==> config.mk <==
export PLATFORM = sky130hd
export DESIGN_NAME = blic_ctrl
export DESIGN_NICKNAME = d
export VERILOG_FILES = /design/src/rtl/blic_pkg.sv /design/src/rtl/blic_ctrl.sv
export SDC_FILE = /design/constraint.sdc
export NUM_CORES = 1
export LEC_CHECK = 0
export BUFFER_PORTS_ARGS = -buffer_cell sky130_fd_sc_hd__buf_2
export CORE_MARGIN = 5
export CORE_UTILIZATION = 55
export CTS_CLUSTER_DIAMETER = 120
export DETAILED_ROUTE_END_ITERATION = 8
export GPL_TIMING_DRIVEN = 0
export PLACE_DENSITY = 0.88
export SLEW_MARGIN = 20
export SYNTH_ARGS = -nofsm -noshare
export SYNTH_HDL_FRONTEND = slang
export SYNTH_SLANG_ARGS = --single-unit
==> constraint.sdc <==
create_clock -name clk -period 4.05 [get_ports clk]
set_clock_uncertainty 0.2 [all_clocks]
set_input_delay 0.405 -clock clk [delete_from_list [all_inputs] [get_ports clk]]
set_output_delay 0.405 -clock clk [all_outputs]
set_load 0.02 [all_outputs]
==> src/rtl/blic_pkg.sv <==
// Package for the bracket language interpreter core: tokens, status and phase codes,
// controller states, command and status structs, and character decoding.
// Depends on nothing; the controller, the datapath and the top level import it.
`default_nettype none

package blic_pkg;

  localparam int PROGRAM_DEPTH_DEF = 4096;
  localparam int TAPE_DEPTH_DEF    = 32768;
  localparam int STACK_DEPTH_DEF   = 256;

  // Instructions executed by one resume request before it gives up without a result.
  localparam int STEP_LIMIT = 65536;
  localparam int STEP_W     = $clog2(STEP_LIMIT + 1);

  localparam logic [7:0] CH_RIGHT = 8'h3E;
  localparam logic [7:0] CH_LEFT  = 8'h3C;
  localparam logic [7:0] CH_INC   = 8'h2B;
  localparam logic [7:0] CH_DEC   = 8'h2D;
  localparam logic [7:0] CH_OUT   = 8'h2E;
  localparam logic [7:0] CH_IN    = 8'h2C;
  localparam logic [7:0] CH_OPEN  = 8'h5B;
  localparam logic [7:0] CH_CLOSE = 8'h5D;

  localparam logic MODE_LOAD   = 1'b0;
  localparam logic MODE_RESUME = 1'b1;

  typedef enum logic [2:0] {
    TK_RIGHT = 3'd0,
    TK_LEFT  = 3'd1,
    TK_INC   = 3'd2,
    TK_DEC   = 3'd3,
    TK_OUT   = 3'd4,
    TK_IN    = 3'd5,
    TK_OPEN  = 3'd6,
    TK_CLOSE = 3'd7
  } token_t;

  typedef enum logic [2:0] {
    ST_OUT   = 3'd0,
    ST_NEED  = 3'd1,
    ST_DONE  = 3'd2,
    ST_CLOSE = 3'd3,
    ST_OPEN  = 3'd4,
    ST_PROG  = 3'd5,
    ST_STACK = 3'd6
  } status_t;

  typedef enum logic [2:0] {
    PH_LOAD      = 3'd0,
    PH_RUN       = 3'd1,
    PH_WAIT      = 3'd2,
    PH_DONE      = 3'd3,
    PH_ERR_CLOSE = 3'd4,
    PH_ERR_OPEN  = 3'd5,
    PH_ERR_PROG  = 3'd6,
    PH_ERR_STACK = 3'd7
  } phase_t;

  typedef enum logic [3:0] {
    S_IDLE,
    S_LINK_RD,
    S_LINK_EX,
    S_LINK_J1,
    S_LINK_J2,
    S_CLEAR,
    S_FETCH,
    S_EXEC,
    S_EMIT
  } ctrl_state_t;

  typedef struct packed {
    logic    load;
    logic    link_start;
    logic    push;
    logic    pop;
    logic    jump_wr_open;
    logic    jump_wr_close;
    logic    pc_inc;
    logic    clr_step;
    logic    run_init;
    logic    wait_fill;
    logic    step_clear;
    logic    exec;
    logic    emit;
    status_t emit_status;
  } blic_cmd_t;

  typedef struct packed {
    logic   overflow;
    logic   scan_end;
    token_t tok;
    logic   stack_empty;
    logic   stack_full;
    logic   clr_last;
    logic   step_limit;
    logic   out_busy;
  } blic_stat_t;

  function automatic logic is_command(input logic [7:0] ch);
    logic res;
    case (ch)
      CH_RIGHT, CH_LEFT, CH_INC, CH_DEC,
      CH_OUT, CH_IN, CH_OPEN, CH_CLOSE: res = 1'b1;
      default:                          res = 1'b0;
    endcase
    return res;
  endfunction

  function automatic token_t to_token(input logic [7:0] ch);
    token_t res;
    case (ch)
      CH_RIGHT: res = TK_RIGHT;
      CH_LEFT:  res = TK_LEFT;
      CH_INC:   res = TK_INC;
      CH_DEC:   res = TK_DEC;
      CH_OUT:   res = TK_OUT;
      CH_IN:    res = TK_IN;
      CH_OPEN:  res = TK_OPEN;
      default:  res = TK_CLOSE;
    endcase
    return res;
  endfunction

  function automatic status_t phase_status(input phase_t ph);
    status_t res;
    case (ph)
      PH_ERR_CLOSE: res = ST_CLOSE;
      PH_ERR_OPEN:  res = ST_OPEN;
      PH_ERR_PROG:  res = ST_PROG;
      PH_ERR_STACK: res = ST_STACK;
      default:      res = ST_DONE;
    endcase
    return res;
  endfunction

endpackage

`default_nettype wire

==> src/rtl/blic_ctrl.sv <==
// Controller state machine: request acceptance, program phase, bracket linking,
// tape clearing and the fetch/execute sequence. Depends on blic_pkg.
`default_nettype none

module blic_ctrl
  import blic_pkg::*;
(
  input  wire logic       clk,
  input  wire logic       rst,
  input  wire logic       in_valid,
  input  wire logic       in_mode,
  output logic            in_ready,
  input  wire blic_stat_t stat,
  output blic_cmd_t       cmd
);

  ctrl_state_t state, state_next;
  phase_t      phase, phase_next;
  status_t     code, code_next;
  logic        accept;

  assign accept = in_valid && (state == S_IDLE);

  always_ff @(posedge clk) begin
    if (rst) begin
      state <= S_IDLE;
      phase <= PH_LOAD;
      code  <= ST_DONE;
    end else begin
      state <= state_next;
      phase <= phase_next;
      code  <= code_next;
    end
  end

  always_comb begin
    state_next = state;
    phase_next = phase;
    code_next  = code;
    case (state)
      S_IDLE: begin
        if (accept && (in_mode == MODE_RESUME)) begin
          case (phase)
            PH_LOAD: begin
              if (stat.overflow) begin
                phase_next = PH_ERR_PROG;
                code_next  = ST_PROG;
                state_next = S_EMIT;
              end else begin
                state_next = S_LINK_RD;
              end
            end
            PH_RUN: begin
              state_next = S_FETCH;
            end
            PH_WAIT: begin
              phase_next = PH_RUN;
              state_next = S_FETCH;
            end
            default: begin
              code_next  = phase_status(phase);
              state_next = S_EMIT;
            end
          endcase
        end
      end
      S_LINK_RD: begin
        if (stat.scan_end) begin
          if (!stat.stack_empty) begin
            phase_next = PH_ERR_OPEN;
            code_next  = ST_OPEN;
            state_next = S_EMIT;
          end else begin
            state_next = S_CLEAR;
          end
        end else begin
          state_next = S_LINK_EX;
        end
      end
      S_LINK_EX: begin
        case (stat.tok)
          TK_OPEN: begin
            if (stat.stack_full) begin
              phase_next = PH_ERR_STACK;
              code_next  = ST_STACK;
              state_next = S_EMIT;
            end else begin
              state_next = S_LINK_RD;
            end
          end
          TK_CLOSE: begin
            if (stat.stack_empty) begin
              phase_next = PH_ERR_CLOSE;
              code_next  = ST_CLOSE;
              state_next = S_EMIT;
            end else begin
              state_next = S_LINK_J1;
            end
          end
          default: begin
            state_next = S_LINK_RD;
          end
        endcase
      end
      S_LINK_J1: begin
        state_next = S_LINK_J2;
      end
      S_LINK_J2: begin
        state_next = S_LINK_RD;
      end
      S_CLEAR: begin
        if (stat.clr_last) begin
          phase_next = PH_RUN;
          state_next = S_FETCH;
        end
      end
      S_FETCH: begin
        if (stat.step_limit) begin
          state_next = S_IDLE;
        end else if (stat.scan_end) begin
          phase_next = PH_DONE;
          code_next  = ST_DONE;
          state_next = S_EMIT;
        end else begin
          state_next = S_EXEC;
        end
      end
      S_EXEC: begin
        case (stat.tok)
          TK_OUT: begin
            code_next  = ST_OUT;
            state_next = S_EMIT;
          end
          TK_IN: begin
            phase_next = PH_WAIT;
            code_next  = ST_NEED;
            state_next = S_EMIT;
          end
          default: begin
            state_next = S_FETCH;
          end
        endcase
      end
      S_EMIT: begin
        if (!stat.out_busy) begin
          state_next = S_IDLE;
        end
      end
      default: begin
        state_next = S_IDLE;
      end
    endcase
  end

  always_comb begin
    cmd             = '0;
    cmd.emit_status = code;
    in_ready        = 1'b0;
    case (state)
      S_IDLE: begin
        in_ready = 1'b1;
        if (accept) begin
          if (in_mode == MODE_LOAD) begin
            cmd.load = (phase == PH_LOAD);
          end else begin
            cmd.link_start = (phase == PH_LOAD) && !stat.overflow;
            cmd.step_clear = (phase == PH_RUN) || (phase == PH_WAIT);
            cmd.wait_fill  = (phase == PH_WAIT);
          end
        end
      end
      S_LINK_EX: begin
        cmd.push   = (stat.tok == TK_OPEN) && !stat.stack_full;
        cmd.pop    = (stat.tok == TK_CLOSE) && !stat.stack_empty;
        cmd.pc_inc = cmd.push || ((stat.tok != TK_OPEN) && (stat.tok != TK_CLOSE));
      end
      S_LINK_J1: begin
        cmd.jump_wr_open = 1'b1;
      end
      S_LINK_J2: begin
        cmd.jump_wr_close = 1'b1;
        cmd.pc_inc        = 1'b1;
      end
      S_CLEAR: begin
        cmd.clr_step = 1'b1;
        cmd.run_init = stat.clr_last;
      end
      S_EXEC: begin
        cmd.exec = 1'b1;
      end
      S_EMIT: begin
        cmd.emit = !stat.out_busy;
      end
      default: begin
        cmd.emit = 1'b0;
      end
    endcase
  end

endmodule

`default_nettype wire

* Yosys cells after proc, flatten, opt, wreduce, memory -nomap -nowiden
Cells that the tools add are included.
** Word-level totals
- Bits in registers :: 10
- Bits in latches :: 0
- RAM bits :: 0
- Bits in read-only memories :: 0
- Output and inout bits :: 17
- Memories kept :: 0
** Cells by class
- Add/sub/neg operators :: 0
- $mul :: 0
- Div/mod/pow operators :: 0
- Magnitude comparators :: 0
- Equality and inequality tests :: 35
- Shifts and indexed selects :: 0
- Muxes and demuxes :: 55
- Bitwise operators :: 0
- Reductions and logical operators :: 21
** Operator list (number)
- 2-to-1 mux 3 bit :: 18
- 2-to-1 mux 4 bit :: 11
- one-hot mux 4 bit (9 select lines) :: 1
- one-hot mux 3 bit (2 select lines) :: 5
- equality test 3 bit, second input constant :: 8
- inequality test 3 bit, second input constant :: 6
- one-hot mux 3 bit (6 select lines) :: 1
- equality test 4 x 3 -> 1 bit, second input constant :: 4
- one-hot mux 4 bit (2 select lines) :: 2
- one-hot mux 3 bit (5 select lines) :: 1
- 2-to-1 mux 2 bit :: 7
- inequality test 2 bit, second input constant :: 7
- AND reduction 13 bit :: 1
- one-hot mux 3 bit (4 select lines) :: 1
- AND reduction 12 bit :: 1
- equality test 4 x 2 -> 1 bit, second input constant :: 2
- 2-to-1 mux 1 bit :: 7
- logical AND 1 bit :: 6
- inequality test 3 x 1 -> 1 bit, second input constant :: 2
- nonzero test 6 bit :: 1
- nonzero test 5 bit :: 1
- equality test 4 x 1 -> 1 bit, second input constant :: 1
- equality test 4 bit, second input constant :: 1
- logical NOT 1 bit :: 4
- 9 further kinds :: 12

* Longest topological paths before layout
- Depth in word-level cells :: 5
- Mapped depth :: 9
- Depth with buffers taken out :: 7

* Worst setup path after synthesis
OpenSTA, ideal clock, no wires.
- Path kind :: flip-flop to output port
- Start :: register state[2]
- End :: output port cmd[9] (netlist name)
- Arrival :: 1.479 ns
- Path slack :: 1.966 ns
- Stages on the path, launching flop included :: 6
- Path buffers :: 2
- Path through :: dfxtp_1 > buf_4 > buf_2 > nand2b_1 > nor3_1 > nand2b_1
** RTL lines
- start, declared :: RTL line blic_ctrl.sv:17 : ctrl_state_t state, state_next;
- start signal, assigned :: RTL line blic_ctrl.sv:30 : state <= state_next;
- end, declared :: RTL line blic_ctrl.sv:14 : output blic_cmd_t cmd

==> flow_results.org <==
** Place
- Last weighted congestion value of the routability-driven placer :: 0.9009
- Summing all placed instances gives a cell area of 1235 µm².
- Number of instances in the placed design :: 201
- The count of buffers added on input and output ports is 29.
- Placed wire-length estimate after detailed placement :: 2351 µm

** Timing
- The worst path in the final design needs a cycle of 2.244 ns, including I/O delays and setup.
- Count of final max-slew check failures :: 0
- Worst hold slack :: 0.2109 ns
- Tightest Pin Transition :: 0.4637 ns
- Headroom to the max-slew limit came out at 69.08%.
- Endpoints failing hold :: 0
- Unrepaired setup endpoints after global routing :: no
- Setup violators final :: 0
- Derived from the worst setup path, the maximum achievable clock frequency is 0.4455 GHz.
- Period Utilization, post-route :: 55.42%
- In the final timing run, aggregate negative setup slack is 0 ns.

** Run status
- The run finished with clean final reports.

** Synthesis
- Synth Instances :: 147
- Leading register cell type out of synthesis :: dfxtp_1
- Synthesized-area fraction occupied by and/or/nand/nor cells :: 42.91%
- Synth Area in XOR/XNOR :: 2.482%
- Synthesis instantiated 49 different standard cells from the library.
- For this run, the register share of the synthesized area comes to 18.91%.
- Main area contributors after synthesis :: dfxtp_1 19%, nor2_1 6.0%, nor2b_1 5.3%
- Net count of the mapped netlist :: 161
- The cell area that synthesis handed to floorplanning was 1059 µm².
- Cell taking the most area after synthesis :: dfxtp_1
- Synth Warn # :: 0
- After synthesis, the mean cell area works out to 7.201 µm².
- Counting flops with an async set or reset pin after synthesis yields a share of 0%.
- Dominant combinational cell family by area after synthesis :: simple AND/OR/NAND/NOR gates
- Post-synthesis sequential element count :: 10
- The portion of synthesized area spent on multiplexers is 3.783%.
- The synthesized netlist devotes 22.81% of its cell area to compound gates.
- Number of flops mapped to enable cells by yosys :: 0
- Summing the areas of all fa, ha and maj instances in the mapped netlist gives 0% of the synthesized area.
- Area share of the largest cell type after synthesis :: 18.91%

** Routing
- Summed over all layers, the routed wires come to 3070 µm.
- For this run, design rule violations remaining after detail routing come to 0.
- Detail-routed via count per cell :: 5.932
- In the final routed layout, each cell accounts on average for 14.98 µm.
- In this run the remaining antenna-violating nets after routing total 0.
- Number of DRC markers after the initial detailed-route iteration :: 73
- Vias :: 1216
- First-pass iteration count of the detailed router :: 4

** CTS
- The tree is rooted in a clkbuf_4.
- CTS built an H-tree with a depth of 1.
- Sinks on the clock net :: 10
- Register clock-pin slew on the reported worst setup and hold paths :: 0.07 ns
- The longest clock path from root to sink contains 2 buffers.
- The number of setup buffers added after CTS is 0.
- Clock tree from TritonCTS :: done
- CTS-repair resized insts :: 0
- Total clock buffers created by CTS :: 3
- Number of hold buffers added after CTS :: 0
- The clock reaches the later pin of the worst-skew pair after 0.28 ns.

** Setup path
- The critical path is of the reg -> out type.
- Most used cell along the critical path :: nor2b_1
- Crit-path slowest cell :: dfxtp_1
- Worst setup slack for register-to-register paths :: 2.13 ns
- CP startpoint kind :: flop
- Required time of the critical path :: 3.44 ns
- Worst path cell trace :: buf_2 > nor2b_1 > nor2b_1 > nor2b_1 > buf_2
- In this run the worst path has a maximum fanout of 8.
- Data arrival, critical path :: 1.64 ns
- Launch point of the critical path :: phase[1]
- Delay contributed by the slowest stage of the critical path :: 0.32 ns
- Kind of end point of the critical path :: output pin
- The worst register-to-register path begins at phase[2].

** Global route
- Vias in the first global route :: 1155
- The first global-routing pass estimated 4912 µm of wire.
- GRT Util Overall :: 23.30%
- Number of antenna violations at the first check in global routing :: 0
- Maximum number of pins on one net before global-route repair :: 11
- Global routing finished with a remaining overflow of 0.

** Cells and area
- Finished Cell Area :: 1271 µm²
- Total inserted antenna cells :: 0
- Number of standard cells in the final layout excluding fillers :: 205
- In the final layout, the share of cells above drive strength 1 is 30.00%.
- Layout Area Growth over Synthesis :: 20.09%
- The net count of the finished layout is 195.

** Power and ir drop
- VDD IR-drop max :: 407.2 µV
- Share of total power in combinational logic :: 71.2%
- Internal power :: 0.0004272 W
- The analysis attributes to cell leakage a power of 0.5701 nW.
- Fraction of power consumed by sequential logic :: 17.5%
- The share of total power dissipated in the clock network is 11.3%.
- Net switching is 48.05% of the power.
- Switching component of the power :: 0.0003952 W
- Power Density :: 646.9 nW/µm²

** Flow run
- Reported max-cap violation count :: 0

** Die
- Starting density of the core :: 59.37%
- Number of I/O pins :: 31
- The die covers 2902 µm².
- Y dimension of the die :: 53.87 µm
- Die Wd :: 53.87 µm
- Row generation in the floorplan step produced 15 rows.
- The core region is 1783 µm².

** Worst hold path
- Kind of path behind the tightest hold check :: in -> reg
- The startpoint identified for the worst hold timing path is stat[0].
-- cell families (layout without fill, tap and decap cells) --
logic type,after synthesis,in the layout
muxes,4,4
AOI/OAI and AO/OA,36,36
and+or+nand+nor,78,78
xor gates and xnor gates,3,3
DFF,10,10
buffers and inverters,16,49
-- path summary, 6_finish.rpt --
path                   end  cells past startpoint
hold reg to reg    code[1]                      1
hold / removal    state[3]                      3
setup / recovery    cmd[6]                      5
setup reg to reg   code[2]                      6
-- metrics by stage --
stage                     total power [W]  setup WS (ns)  util, %
after floorplan                 0.0005920          1.966        -
after global placement          0.0007000          2.174    69.26
after detailed placement        0.0007167          2.146    69.26
after global routing            0.0008865          1.670    71.30
final                           0.0008224          1.806    71.30
after CTS                       0.0008153          1.845    71.30
-- sequential cells by signal, indices dropped and copies added (netlist names) --
register,count
state,4
code,3
phase,3
-- power by group through the flow --
| stage | clock network (W) | logic, W | registers (W) |
|---|---|---|---|
| 3_5_place_dp | 0 | 0.000570 | 0.000146 |
| 2_1_floorplan | 0 | 0.000435 | 0.000157 |
| 4_1_cts | 0.0000953 | 0.000576 | 0.000144 |
| 3_3_place_gp | 0 | 0.000556 | 0.000144 |
| 5_1_grt | 0.000101 | 0.000639 | 0.000146 |
| 6_report | 0.0000928 | 0.000586 | 0.000144 |
-- cell usage after synthesis, types with 2 or more instances --
cell      instances
o211ai_1          2
buf_6             3
nor2_1           17
inv_1             3
xor2_1            2
nand2_1          13
mux2i_1           4
a211oi_1          2
nand3_1           4
buf_4             2
buf_2             4
nor3_1            5
nor3b_1           2
clkbuf_1          3
nand2b_1          7
and3_1            3
a31oi_1           3
nor2b_1           9
o31ai_1           2
a21oi_1          11
nor2_2            2
nand2_2           2
o21ai_0           5
and2_1            2
o21ai_1           2
dfxtp_1          10
-- layout make-up --
class,instances,area (µm²)
Buffer,12,80.08
Clock buffer,4,36.28
Fill cell,144,511.7
Inverter,4,16.27
Multi-Input combinational cell,121,762.0
Sequential cell,10,200.2
Tap cell,25,31.28
Timing Repair Buffer,29,145.1
-- worst max-delay path: cells and delay by family (launching register included) --
kind / cells / cell delay [ns]
buffers and inverters: 2 / 0.37
flip-flops: 1 / 0.32
AND/OR/NAND/NOR: 3 / 0.68
-- metal layers --
| layer | track usage, % | share of wire, % |
|---|---|---|
| met5 | 0 | 0 |
| met4 | 9.787 | 3.0 |
| met3 | 6.648 | 9.9 |
| met2 | 41.94 | 49 |
| met1 | 25.08 | 38 |
-- layout by cell type (no fill, tap or decap), types with 2 or more instances in the layout --
cell / count
mux2i_1: 4
buf_2: 33
inv_1: 3
o31ai_1: 2
a211oi_1: 2
nor2_2: 2
o21ai_1: 2
nand2b_1: 7
buf_4: 2
nand2_2: 2
nor2_1: 17
nor2b_1: 9
buf_6: 3
clkbuf_4: 3
nand2_1: 13
o211ai_1: 2
and3_1: 3
and2_1: 2
a31oi_1: 3
nor3b_1: 2
o21ai_0: 5
a21oi_1: 11
xor2_1: 2
nor3_1: 5
nand3_1: 4
clkbuf_1: 3
dfxtp_1: 10
No activity file was read; power rests on OpenSTA's default activity.
